===== src/design/sks_pkg.sv =====
`default_nettype none
// ----------------------------------------------------------------------------
// sks_pkg
// Shared types, codes and widths for the sorted key table search block.
// ----------------------------------------------------------------------------
package sks_pkg;

   localparam int KEY_CHARS_DEF   = 6;
   localparam int VALUE_CHARS_DEF = 8;
   localparam int TABLE_DEPTH_DEF = 64;

   localparam int KEY_W    = 48;
   localparam int VALUE_W  = 64;
   localparam int OP_W     = 2;
   localparam int STATUS_W = 2;
   localparam int COUNT_W  = 7;

   localparam logic [OP_W-1:0] OP_PUSH   = 2'd0;
   localparam logic [OP_W-1:0] OP_SORT   = 2'd1;
   localparam logic [OP_W-1:0] OP_SEARCH = 2'd2;
   localparam logic [OP_W-1:0] OP_NOP    = 2'd3;

   localparam logic [STATUS_W-1:0] ST_OK        = 2'd0;
   localparam logic [STATUS_W-1:0] ST_NOT_FOUND = 2'd1;
   localparam logic [STATUS_W-1:0] ST_BAD_KEY   = 2'd2;
   localparam logic [STATUS_W-1:0] ST_FULL      = 2'd3;

   typedef enum logic [3:0] {
      S_IDLE,
      S_PUSH,
      S_SORT_OUTER,
      S_SORT_RD,
      S_SORT_CMP,
      S_SORT_SWAP_A,
      S_SORT_SWAP_B,
      S_SRCH_STEP,
      S_SRCH_RD,
      S_SRCH_CMP,
      S_SRCH_CHK_R,
      S_SRCH_CHK_L,
      S_RESP
   } state_type;

   // controller -> datapath
   typedef struct packed {
      logic load_req;
      logic push_wr;
      logic sort_init;
      logic sort_outer;
      logic sort_rd_j;
      logic sort_cmp;
      logic swap_rd;
      logic swap_wr;
      logic mark_sorted;
      logic srch_init;
      logic srch_rd_mid;
      logic srch_cmp;
      logic srch_rd_r;
      logic srch_rd_l;
      logic srch_hit;
      logic srch_miss;
      logic set_status_full;
      logic set_status_bad;
      logic resp_load;
   } cmd_type;

   // datapath -> controller
   typedef struct packed {
      logic [OP_W-1:0] op;
      logic            full;
      logic            empty;
      logic            bad_key;
      logic            outer_done;
      logic            inner_done;
      logic            srch_done;
      logic            rd_match;
   } sts_type;

endpackage
`default_nettype wire


===== src/design/sks_ctrl.sv =====
`default_nettype none
// ----------------------------------------------------------------------------
// sks_ctrl
// Sequencer for push, selection sort and binary search over the table.
// ----------------------------------------------------------------------------
module sks_ctrl (
   input  wire logic            clock,
   input  wire logic            reset,
   input  wire logic            req_tvalid,
   output logic                 req_tready,
   output logic                 rsp_tvalid,
   input  wire logic            rsp_tready,
   input  wire sks_pkg::sts_type sts,
   output sks_pkg::cmd_type      cmd
);

   sks_pkg::state_type state_ff, state_in;
   logic rsp_valid_ff, rsp_valid_in;

   always_ff @(posedge clock) begin
      if (reset) begin
         state_ff     <= sks_pkg::S_IDLE;
         rsp_valid_ff <= 1'b0;
      end else begin
         state_ff     <= state_in;
         rsp_valid_ff <= rsp_valid_in;
      end
   end

   always_comb begin
      state_in = state_ff;
      unique case (state_ff)
         sks_pkg::S_IDLE: begin
            if (req_tvalid) begin
               unique case (sts.op)
                  sks_pkg::OP_PUSH:   state_in = sks_pkg::S_PUSH;
                  sks_pkg::OP_SORT:   state_in = sks_pkg::S_SORT_OUTER;
                  sks_pkg::OP_SEARCH: state_in = sks_pkg::S_SRCH_STEP;
                  default:            state_in = sks_pkg::S_RESP;
               endcase
            end
         end
         sks_pkg::S_PUSH:       state_in = sks_pkg::S_RESP;
         sks_pkg::S_SORT_OUTER:
            state_in = sts.outer_done ? sks_pkg::S_RESP : sks_pkg::S_SORT_RD;
         sks_pkg::S_SORT_RD:    state_in = sks_pkg::S_SORT_CMP;
         sks_pkg::S_SORT_CMP:
            state_in = sts.inner_done ? sks_pkg::S_SORT_SWAP_A : sks_pkg::S_SORT_RD;
         sks_pkg::S_SORT_SWAP_A: state_in = sks_pkg::S_SORT_SWAP_B;
         sks_pkg::S_SORT_SWAP_B: state_in = sks_pkg::S_SORT_OUTER;
         sks_pkg::S_SRCH_STEP: begin
            if (sts.bad_key || sts.empty) state_in = sks_pkg::S_RESP;
            else if (sts.srch_done)       state_in = sks_pkg::S_SRCH_CHK_R;
            else                          state_in = sks_pkg::S_SRCH_RD;
         end
         sks_pkg::S_SRCH_RD:    state_in = sks_pkg::S_SRCH_CMP;
         sks_pkg::S_SRCH_CMP:   state_in = sks_pkg::S_SRCH_STEP;
         sks_pkg::S_SRCH_CHK_R:
            state_in = sts.rd_match ? sks_pkg::S_RESP : sks_pkg::S_SRCH_CHK_L;
         sks_pkg::S_SRCH_CHK_L: state_in = sks_pkg::S_RESP;
         sks_pkg::S_RESP:
            if (!rsp_valid_ff || rsp_tready) state_in = sks_pkg::S_IDLE;
         default:               state_in = sks_pkg::S_IDLE;
      endcase
   end

   always_comb begin
      cmd          = '0;
      req_tready   = 1'b0;
      rsp_valid_in = rsp_valid_ff && !rsp_tready;
      unique case (state_ff)
         sks_pkg::S_IDLE: begin
            req_tready    = 1'b1;
            cmd.load_req  = req_tvalid;
            cmd.sort_init = req_tvalid;
            cmd.srch_init = req_tvalid;
         end
         sks_pkg::S_PUSH: begin
            cmd.push_wr         = !sts.full;
            cmd.set_status_full = sts.full;
         end
         sks_pkg::S_SORT_OUTER: begin
            cmd.sort_outer  = !sts.outer_done;
            cmd.mark_sorted = sts.outer_done;
         end
         sks_pkg::S_SORT_RD:     cmd.sort_rd_j = 1'b1;
         sks_pkg::S_SORT_CMP:    cmd.sort_cmp  = 1'b1;
         sks_pkg::S_SORT_SWAP_A: cmd.swap_rd   = 1'b1;
         sks_pkg::S_SORT_SWAP_B: cmd.swap_wr   = 1'b1;
         sks_pkg::S_SRCH_STEP: begin
            cmd.set_status_bad = sts.bad_key;
            cmd.srch_miss      = !sts.bad_key && sts.empty;
            cmd.srch_rd_r      = !sts.bad_key && !sts.empty && sts.srch_done;
            cmd.srch_rd_mid    = !sts.bad_key && !sts.empty && !sts.srch_done;
         end
         sks_pkg::S_SRCH_RD:    cmd.srch_rd_mid = 1'b1;
         sks_pkg::S_SRCH_CMP:   cmd.srch_cmp = 1'b1;
         sks_pkg::S_SRCH_CHK_R: begin
            cmd.srch_hit  = sts.rd_match;
            cmd.srch_rd_l = !sts.rd_match;
         end
         sks_pkg::S_SRCH_CHK_L: begin
            cmd.srch_hit  = sts.rd_match;
            cmd.srch_miss = !sts.rd_match;
         end
         sks_pkg::S_RESP: begin
            if (!rsp_valid_ff || rsp_tready) begin
               cmd.resp_load = 1'b1;
               rsp_valid_in  = 1'b1;
            end
         end
         default: ;
      endcase
   end

   assign rsp_tvalid = rsp_valid_ff;

   a_ready_idle: assert property (@(posedge clock) disable iff (reset)
      req_tready |-> state_ff == sks_pkg::S_IDLE)
      else $error("ready outside idle");
   a_rsp_hold: assert property (@(posedge clock) disable iff (reset)
      rsp_tvalid && !rsp_tready |=> rsp_tvalid)
      else $error("response dropped");
   a_one_accept: assert property (@(posedge clock) disable iff (reset)
      req_tvalid && req_tready |=> !req_tready)
      else $error("second accept without response");

endmodule
`default_nettype wire


===== config.mk =====
export PLATFORM = sky130hd
export DESIGN_NAME = sks_ctrl
export DESIGN_NICKNAME = d
export VERILOG_FILES = /design/src/design/sks_pkg.sv /design/src/design/sks_ctrl.sv
export SDC_FILE = /design/constraint.sdc
export NUM_CORES = 1
export LEC_CHECK = 0
export BUFFER_PORTS_ARGS = -buffer_cell sky130_fd_sc_hd__buf_2
export CORE_UTILIZATION = 45
export DETAILED_ROUTE_END_ITERATION = 16
export GPL_TIMING_DRIVEN = 0
export PLACE_DENSITY_LB_ADDON = 0.25
export REMOVE_ABC_BUFFERS = 1
export SKIP_CTS_REPAIR_TIMING = 1
export SLEW_MARGIN = 10
export SYNTH_ARGS = -nofsm -noshare
export SYNTH_HDL_FRONTEND = slang
export SYNTH_SLANG_ARGS = --single-unit

===== constraint.sdc =====
create_clock -name clock -period 2.5 [get_ports clock]
set_input_delay 0.5 -clock clock [delete_from_list [all_inputs] [get_ports clock]]
set_output_delay 0.5 -clock clock [all_outputs]
set_load 0.01 [all_outputs]

### After elaboration in Yosys (flattened, before gate mapping)

Index checks and enable logic that the tools add are counted.

| operators by class | value |
|---|---|
| muxes and demuxes | 30 |
| add/subtract/negate cells | 0 |
| equality and inequality tests | 16 |
| bitwise logic cells | 0 |
| $mul | 0 |
| reductions and logical operators | 20 |
| divide/modulo/power cells | 0 |
| $lt $le $gt $ge | 0 |
| shift-type cells | 0 |

Operator list:

| operator | count |
|---|---|
| $pmux W4 S12 | 1 |
| $eq A4 B4 Y1 const B | 5 |
| $mux W1 | 19 |
| $eq A4 B3 Y1 const B | 4 |
| $mux W4 | 3 |
| $pmux W4 S3 | 1 |
| $mux W3 | 3 |
| $eq A4 B2 Y1 const B | 2 |
| $logic_not A1 Y1 | 8 |
| $logic_and A1 B1 Y1 | 5 |
| $eq A4 B1 Y1 const B | 1 |
| $logic_not A4 Y1 | 1 |
| $ne A2 B2 Y1 const B | 2 |
| $pmux W1 S2 | 2 |
| $reduce_or A2 Y1 | 2 |
| $eq A2 B1 Y1 const B | 1 |
| $eq A2 B2 Y1 const B | 1 |
| $logic_not A2 Y1 | 1 |
| $logic_or A1 B1 Y1 | 2 |
| $mux W2 | 1 |
| $reduce_and A2 Y1 | 1 |

| word-level totals | value |
|---|---|
| RAM bits | 0 |
| memories | 0 |
| bits in registers | 5 |
| ROM bits | 0 |
| latch bits | 0 |
| output and inout port bits | 21 |

### Depth between registers and ports, before layout

Gate-level depths: netlist (run 1).

| logic depth | value |
|---|---|
| word-level depth | 4 |
| depth in mapped cells | 6 |

### Worst setup path after synthesis (run 1)

Ideal clock, no wire load.

| timing path | value |
|---|---|
| path type | register to output |
| start point | register state_ff[3] |
| end point | output cmd[16] (netlist name) |
| arrival time | 1.340 ns |
| slack | 0.660 ns |
| required time | 2.000 ns |
| cell stages (with the launch flop) | 5 |
| path through | dfxtp_1 > buf_4 > nor4_1 > and2_1 > buf_4 |

RTL lines:

| item | RTL line | text |
|---|---|---|
| start: declaration | sks_ctrl.sv:17 | `sks_pkg::state_type state_ff, state_in;` |
| start signal: assignment | sks_ctrl.sv:22 | `state_ff <= sks_pkg::S_IDLE;` |
| start signal: assignment | sks_ctrl.sv:25 | `state_ff <= state_in;` |
| end: declaration | sks_ctrl.sv:14 | `output sks_pkg::cmd_type cmd` |

==> results.toml, run 1 <==
[outcome]
status = "finished, final reports clean"

[drt]
routed_via_density = 5.63
ant_nets = 0
wl_mm = 1.55
drt_iter0_drc = 19
firstDrtPassIters = 4
drc = 0
routedWlPerCell_microns = 11.9
vias = 738

[finish]
drive_above_1_share = 0.325
mostFrequentLayoutCells = "buf_2, nor2_1, inv_1"
nFillCells = 111
antenna_cells = 0
fin_nets = 134
syn_to_final_growth_pct = 28.3
fin_util = 0.650
stdcell_area_sq_um = 761
final_common_cell = "buf_2"
layout.cells.non_filler = 131

[floorplan]
die_width_microns = 38.3
dieArea_sq_um = 1470
core_area_sq_um = 1170
rows = 12
io_pins = 34
die_y_microns = 38.3
start_util = 0.506

[timing]
rsz0062_at_grt = "false"
report.final.slew_viol_count = 0
finClkSkew_ns = 0.00693
tightest_slew_ns = 0.615
setup_viol = 0
final-hold-violation-count = 0
clock.fmax_mhz = 435
slew_headroom = 0.590
min_period_over_period = 0.919
post-route-min-period_ns = 2.30
totalNegativeSetupSlack_ns = 0

[synthesis]
synthDistinctLibCells = 35
ys_ff_latch = 5
yosysSeqAreaShare = 0.169
synth_top_cell_area_share = 0.169
synth_area_leaders = "dfxtp_1, ha_1, nor2_1"
yosysWarningCount = 0
netlist_area_sq_um = 593
syn_avg_cell_area_sq_um = 6.82
yosysTopAreaCell = "dfxtp_1"
synthCells = 87

[setup_path]
crit_slowest_cell = "dfxtp_1"
crit_path_cell_trace = "nand2b_1 -> nor2_1 -> nand2_1 -> o32ai_1 -> buf_2"
cpPeakStageDelay_ns = 0.65
crit_path_start_kind = "flop"
crit_arrival_ns = 1.80
cp.required_ns = 2.00
worstPathMaxFanout = 16
crit_start = "state_ff[2]"
r2r-start = "state_ff[3]"
critPathKind = "reg2out"
endpoint_kind = "output port"

[global_route]
grt_max_degree = 20
grt_overflow = 0
grt_pass1_wl_mm = 2.50
antenna_found_initial = 0
first_global_vias = 606
gr-usage-all-layers = 0.243

[placement]
routabilityCongestion = 0.817
port_buffers = 33
placed_cells = 127
placed_area_sq_um = 734
dp_hpwl_mm = 1.15

[clock_network]
clock_sinks = 5
clock-root-buffer = "clkbuf_4"
htree_levels = 1
numCtsBuffers = 3
clock_path_buffers = 2
clk_pin_slew_worst_paths_ns = 0.05
cts_tree = "yes"
insertion_delay_ns = 0.25

[job]
maxCapViolCount = 0

[pwr]
power_density_nw_per_um2 = 950
p_leak_nw = 0.378
ir_drop_mv = 0.431

[min_path]
worst_hold_path_type = "in2reg"
hold_start = "reset"
area by class of cell:
cell class | instances | area (sq um) | share of cell area
multi-input cells | 66 | 418 | 0.549
inverters | 9 | 33.8 | 0.0444
well taps | 14 | 17.5 | 0.0230
flip-flops and latches | 5 | 100 | 0.132
repair buffers | 33 | 165 | 0.217
clock buffers | 4 | 26.3 | 0.0345
power by group:
part | internal, mW | total, mW | switching, mW | leakage (nW)
clock network | 0.0604 | 0.0938 | 0.0334 | 0.0150
registers | 0.108 | 0.216 | 0.108 | 0.0410
logic | 0.185 | 0.412 | 0.227 | 0.322
stage by stage:
step / hold WS (ns) / setup slack, ns / power (mW)
2_1_floorplan: 0.569 / 0.626 / 0.469
3_3_place_gp: 0.560 / 0.526 / 0.615
3_5_place_dp: 0.575 / 0.481 / 0.623
4_1_cts: 0.461 / 0.215 / 0.719
5_1_grt: 0.462 / 0.0497 / 0.794
6_report: 0.464 / 0.203 / 0.723
state kept, by name, indices dropped and copies added, names as in the netlist:
signal / count
rsp_tvalid: 1
state_ff: 4
kinds of logic (layout without fill, tap and decap cells):
family / after synthesis / in the layout / synth area share
buffers and inverters: 16 / 46 / 0.127
XOR/XNOR: 1 / 1 / 0.0148
flip-flops: 5 / 5 / 0.169
adder cells (fa/ha/maj): 3 / 3 / 0.0633
AO/OA/AOI/OAI: 24 / 24 / 0.285
AND/OR/NAND/NOR: 38 / 38 / 0.342
routing by layer:
layer	global-route usage	part of all wire	vias to the layer above
li1	-	-	378
met1	0.311	0.47	331
met2	0.398	0.47	27
met3	0.0349	0.052	2
met4	0.107	0.0090	0
met5	0	0	-
path summary, 6_finish.rpt:
path	cells after the start	end	slack (ns)
worst min register to register	2	rsp_tvalid	0.58
worst max-delay path	5	cmd[8]	0.20
worst max register to register	4	state_ff[1]	0.83
worst min-delay path	2	rsp_tvalid	0.46
worst max-delay path: cells and delay by family (launching register included):
| kind | cells | cell delay [ns] |
|---|---|---|
| compound gates | 1 | 0.12 |
| buf+inv | 1 | 0.18 |
| flops | 1 | 0.65 |
| simple gates | 3 | 0.60 |
cell usage after synthesis:
cell and n:
and4_1 1, o21a_1 1, or3_1 1, o22ai_1 1
o32a_1 2, clkbuf_1 1, nor2b_1 2, o32ai_1 2
a21oi_1 6, ha_1 3, o31a_1 1, nor2_1 10
nand2_2 1, o211ai_1 1, and2_1 2, a221o_1 1
a221oi_1 1, o21ai_0 4, o2111ai_1 1, xor2_1 1
nand2b_1 4, buf_2 3, buf_4 3, and3_1 1
dfxtp_1 5, nand3_1 1, nand2_1 5, a31oi_1 1
nand3b_1 1, or3_4 1, nor3_1 4, a41oi_1 1
inv_1 9, o22a_1 1, nor4_1 4
Note: power is estimated with default switching activity, not from simulation.
==> run 2: changes to the inputs <==
ABC_AREA = 0   (was not set)
CORE_MARGIN = 2   (was not set)
==> results.toml, run 2 (synthesized netlist as in run 1, its figures left out) <==
[outcome]
status = "finished, final reports clean"

[finish]
syn_to_final_growth_pct = 28.5
largest_register = "state_ff"
final_common_cell = "buf_2"
antenna_cells = 0
drive_above_1_share = 0.325
largest_reg_flops = 4
mostFrequentLayoutCells = "buf_2, nor2_1, inv_1"
fin_nets = 134
layout.cells.non_filler = 132

[placement]
port_buffers = 33
placed_cells = 128
dp_hpwl_mm = 1.13
routabilityCongestion = 0.821

[setup_path]
crit_path_start_kind = "flop"
crit_arrival_ns = 1.74
crit_start = "state_ff[2]"
rr_endpoint = "state_ff[2]"
worstPathMaxFanout = 16
crit_path_end = "cmd[8]"
r2r-start = "state_ff[3]"
rrSetupSlack_ns = 0.86
critPathKind = "reg2out"
endpoint_kind = "output port"
worst_r2r_path_depth = 4
cp.required_ns = 2.00

[floorplan]
die_y_microns = 40.3
die_width_microns = 40.3
rows = 13
dieArea_sq_um = 1620
core_area_sq_um = 1270
io_pins = 34
start_util = 0.467

[pwr]
ir_drop_mv = 0.397
p_total_mw = 0.714
net-switching-power_mw = 0.360
clock_power_share = 0.131
p_comb_frac = 0.568
p_leak_nw = 0.378
power_density_nw_per_um2 = 937
p_sw_frac = 0.505
seqPwrFrac = 0.301
p_int_mw = 0.354

[timing]
totalNegativeSetupSlack_ns = 0
final-hold-violation-count = 0
clock.fmax_mhz = 447
setup_viol = 0
report.final.slew_viol_count = 0
rsz0062_at_grt = "false"
finClkSkew_ns = 0.00500
tightest_slew_ns = 0.602
min_period_over_period = 0.895
slew_headroom = 0.598
post-route-min-period_ns = 2.24

[min_path]
worst_hold_path_type = "in2reg"

[clock_network]
clk_pin_slew_worst_paths_ns = 0.05
htree_levels = 1
clock-root-buffer = "clkbuf_4"
clock_path_buffers = 2
insertion_delay_ns = 0.24
clock_sinks = 5
cts_tree = "yes"
numCtsBuffers = 3

[global_route]
grt_overflow = 0
gr-usage-all-layers = 0.183
antenna_found_initial = 0
grt_max_degree = 20
first_global_vias = 517
grt_pass1_wl_mm = 2.08

[drt]
ant_nets = 0
wl_mm = 1.48
firstDrtPassIters = 4
vias = 713
routed_via_density = 5.40
drt_iter0_drc = 12
routedWlPerCell_microns = 11.2
drc = 0

[job]
maxCapViolCount = 0
==> run 2: worst min-delay path by stage <==
| stage | from | end | slack [ns] | cells past startpoint |
|---|---|---|---|---|
| 2_1_floorplan | reset | rsp_tvalid | 0.57 | 1 |
| 3_3_place_gp | rsp_tvalid | rsp_tvalid | 0.57 | 2 |
| 3_5_place_dp | rsp_tvalid | rsp_tvalid | 0.58 | 2 |
| 4_1_cts | reset | rsp_tvalid | 0.47 | 2 |
| 5_1_grt | reset | rsp_tvalid | 0.47 | 2 |
| 6_report | reset | rsp_tvalid | 0.47 | 2 |
==> run 2: metal layers <==
metal,global-route usage,up-vias,part of all wire
li1,-,371,-
met1,0.250,331,0.47
met2,0.315,11,0.51
met3,0.0167,0,0.021
met4,0.0250,0,0
met5,0,-,0
==> run 2: final cells by class <==
type / count / area [sq um]
multi-input combinational: 66 / 418
clock buffer: 4 / 26.3
fill: 135 / 507
tap: 15 / 18.8
inverter: 9 / 33.8
sequential: 5 / 100
timing repair buffer: 33 / 165
==> run 2: power groups by stage <==
stage               Clock, mW  Sequential [mW]  Combinational, mW
global route           0.0998            0.224              0.458
finish                 0.0935            0.215              0.406
global placement            0            0.214              0.404
detailed placement          0            0.215              0.405
floorplan                   0            0.185              0.285
CTS                    0.0944            0.213              0.407
==> run 2: through the flow <==
step	worst slack, ns	instance area, sq um	hold WS [ns]	utilization
2_1_floorplan	0.626	552	0.569	-
3_3_place_gp	0.547	736	0.567	0.580
3_5_place_dp	0.532	736	0.582	0.580
4_1_cts	0.268	762	0.466	0.601
5_1_grt	0.109	762	0.474	0.601
6_report	0.263	762	0.469	0.601
==> run 2: critical path, stage by stage (launching register included) <==
cell	delay [ns]
dfxtp_1	0.65
nand2b_1	0.28
nor2_1	0.22
nand2_1	0.07
o32ai_1	0.11
buf_2	0.17
==> run 3: changes to the inputs <==
RECOVER_POWER = 25   (was not set)
==> results.toml, run 3 (synthesized netlist as in run 1, its figures left out) <==
[placement]
placed_area_sq_um = 736
placed_cells = 128
dp_hpwl_mm = 1.13
dp_worst_setup_slack_ns = 0.532
port_buffers = 33
routabilityCongestion = 0.821

[timing]
clock.fmax_mhz = 440
rsz0062_at_grt = "false"
post-route-min-period_ns = 2.27
setup_ws_ns = 0.230
tightest_slew_ns = 0.582
final-hold-violation-count = 0
report.final.slew_viol_count = 0
hold-worst-slack_ns = 0.468
finClkSkew_ns = 0.00456
min_period_over_period = 0.908
slew_headroom = 0.612
setup_viol = 0
totalNegativeSetupSlack_ns = 0

[floorplan]
dieArea_sq_um = 1620
start_util = 0.467
die_width_microns = 40.3
rows = 13
core_area_sq_um = 1270
die_y_microns = 40.3
io_pins = 34

[clock_network]
insertion_delay_ns = 0.24
clk_pin_slew_worst_paths_ns = 0.04
htree_levels = 1
clock_path_buffers = 2
numCtsBuffers = 3
clock-root-buffer = "clkbuf_4"
cts_tree = "yes"
clock_sinks = 5

[pwr]
p_int_mw = 0.351
p_sw_frac = 0.504
net-switching-power_mw = 0.357
seqPwrFrac = 0.299
p_comb_frac = 0.568
power_density_nw_per_um2 = 941
p_total_mw = 0.709
ir_drop_mv = 0.393
clock_power_share = 0.132
p_leak_nw = 0.370

[job]
maxCapViolCount = 0

[drt]
drt_iter0_drc = 14
wl_mm = 1.48
ant_nets = 0
routedWlPerCell_microns = 11.2
routed_via_density = 5.45
vias = 719
firstDrtPassIters = 4
drc = 0

[finish]
syn_to_final_growth_pct = 27.0
largest_register = "state_ff"
nFillCells = 136
final_common_cell = "buf_2"
fin_nets = 134
stdcell_area_sq_um = 753
drive_above_1_share = 0.299
fin_util = 0.594
layout.cells.non_filler = 132
antenna_cells = 0
mostFrequentLayoutCells = "buf_2, nor2_1, inv_1"
largest_reg_flops = 4

[outcome]
status = "finished, final reports clean"

[setup_path]
worst_r2r_path_depth = 4
cp.required_ns = 2.00
crit_path_start_kind = "flop"
endpoint_kind = "output port"
worstPathMaxFanout = 19
critPathKind = "reg2out"
crit_arrival_ns = 1.77

[global_route]
grt_pass1_wl_mm = 2.08
grt_overflow = 0
gr-usage-all-layers = 0.183
grt_max_degree = 20
first_global_vias = 517
antenna_found_initial = 0

[min_path]
whs_path_depth = 2
worst_hold_path_type = "in2reg"
[run 3: per-layer routing]
| metal | vias up | GRT usage | share of wire |
|---|---|---|---|
| li1 | 372 | - | - |
| met1 | 336 | 0.250 | 0.47 |
| met2 | 11 | 0.315 | 0.51 |
| met3 | 0 | 0.0167 | 0.021 |
| met4 | 0 | 0.0250 | 0 |
| met5 | - | 0 | 0 |
[run 3: power by group through the flow]
| stage | Combinational (mW) | Sequential, mW | Clock [mW] |
|---|---|---|---|
| after floorplan | 0.285 | 0.185 | 0 |
| after global placement | 0.404 | 0.214 | 0 |
| after detailed placement | 0.405 | 0.215 | 0 |
| after CTS | 0.407 | 0.213 | 0.0944 |
| after global routing | 0.456 | 0.221 | 0.0998 |
| final | 0.403 | 0.212 | 0.0939 |
[run 3: final timing paths]
path	endpoint	slack [ns]	from
hold reg to reg	rsp_tvalid	0.60	rsp_tvalid
setup reg to reg	state_ff[2]	0.78	state_ff[3]
hold / removal	rsp_tvalid	0.47	reset
setup / recovery	cmd[0]	0.23	state_ff[3]
[run 3: worst max-delay path, cell delays in order, from the launching register on]
cell and delay, ns:
dfxtp_1 0.68, nand2_1 0.18, or3_1 0.40, nor2b_1 0.13, buf_2 0.13
[run 3: area by class of cell]
class	instances	area (sq um)	share of cell area
Multi-Input combinational cell	66	410	0.545
Timing Repair Buffer	33	164	0.218
Sequential cell	5	100	0.133
Inverter	9	33.8	0.0449
Clock buffer	4	26.3	0.0349
Tap cell	15	18.8	0.0249
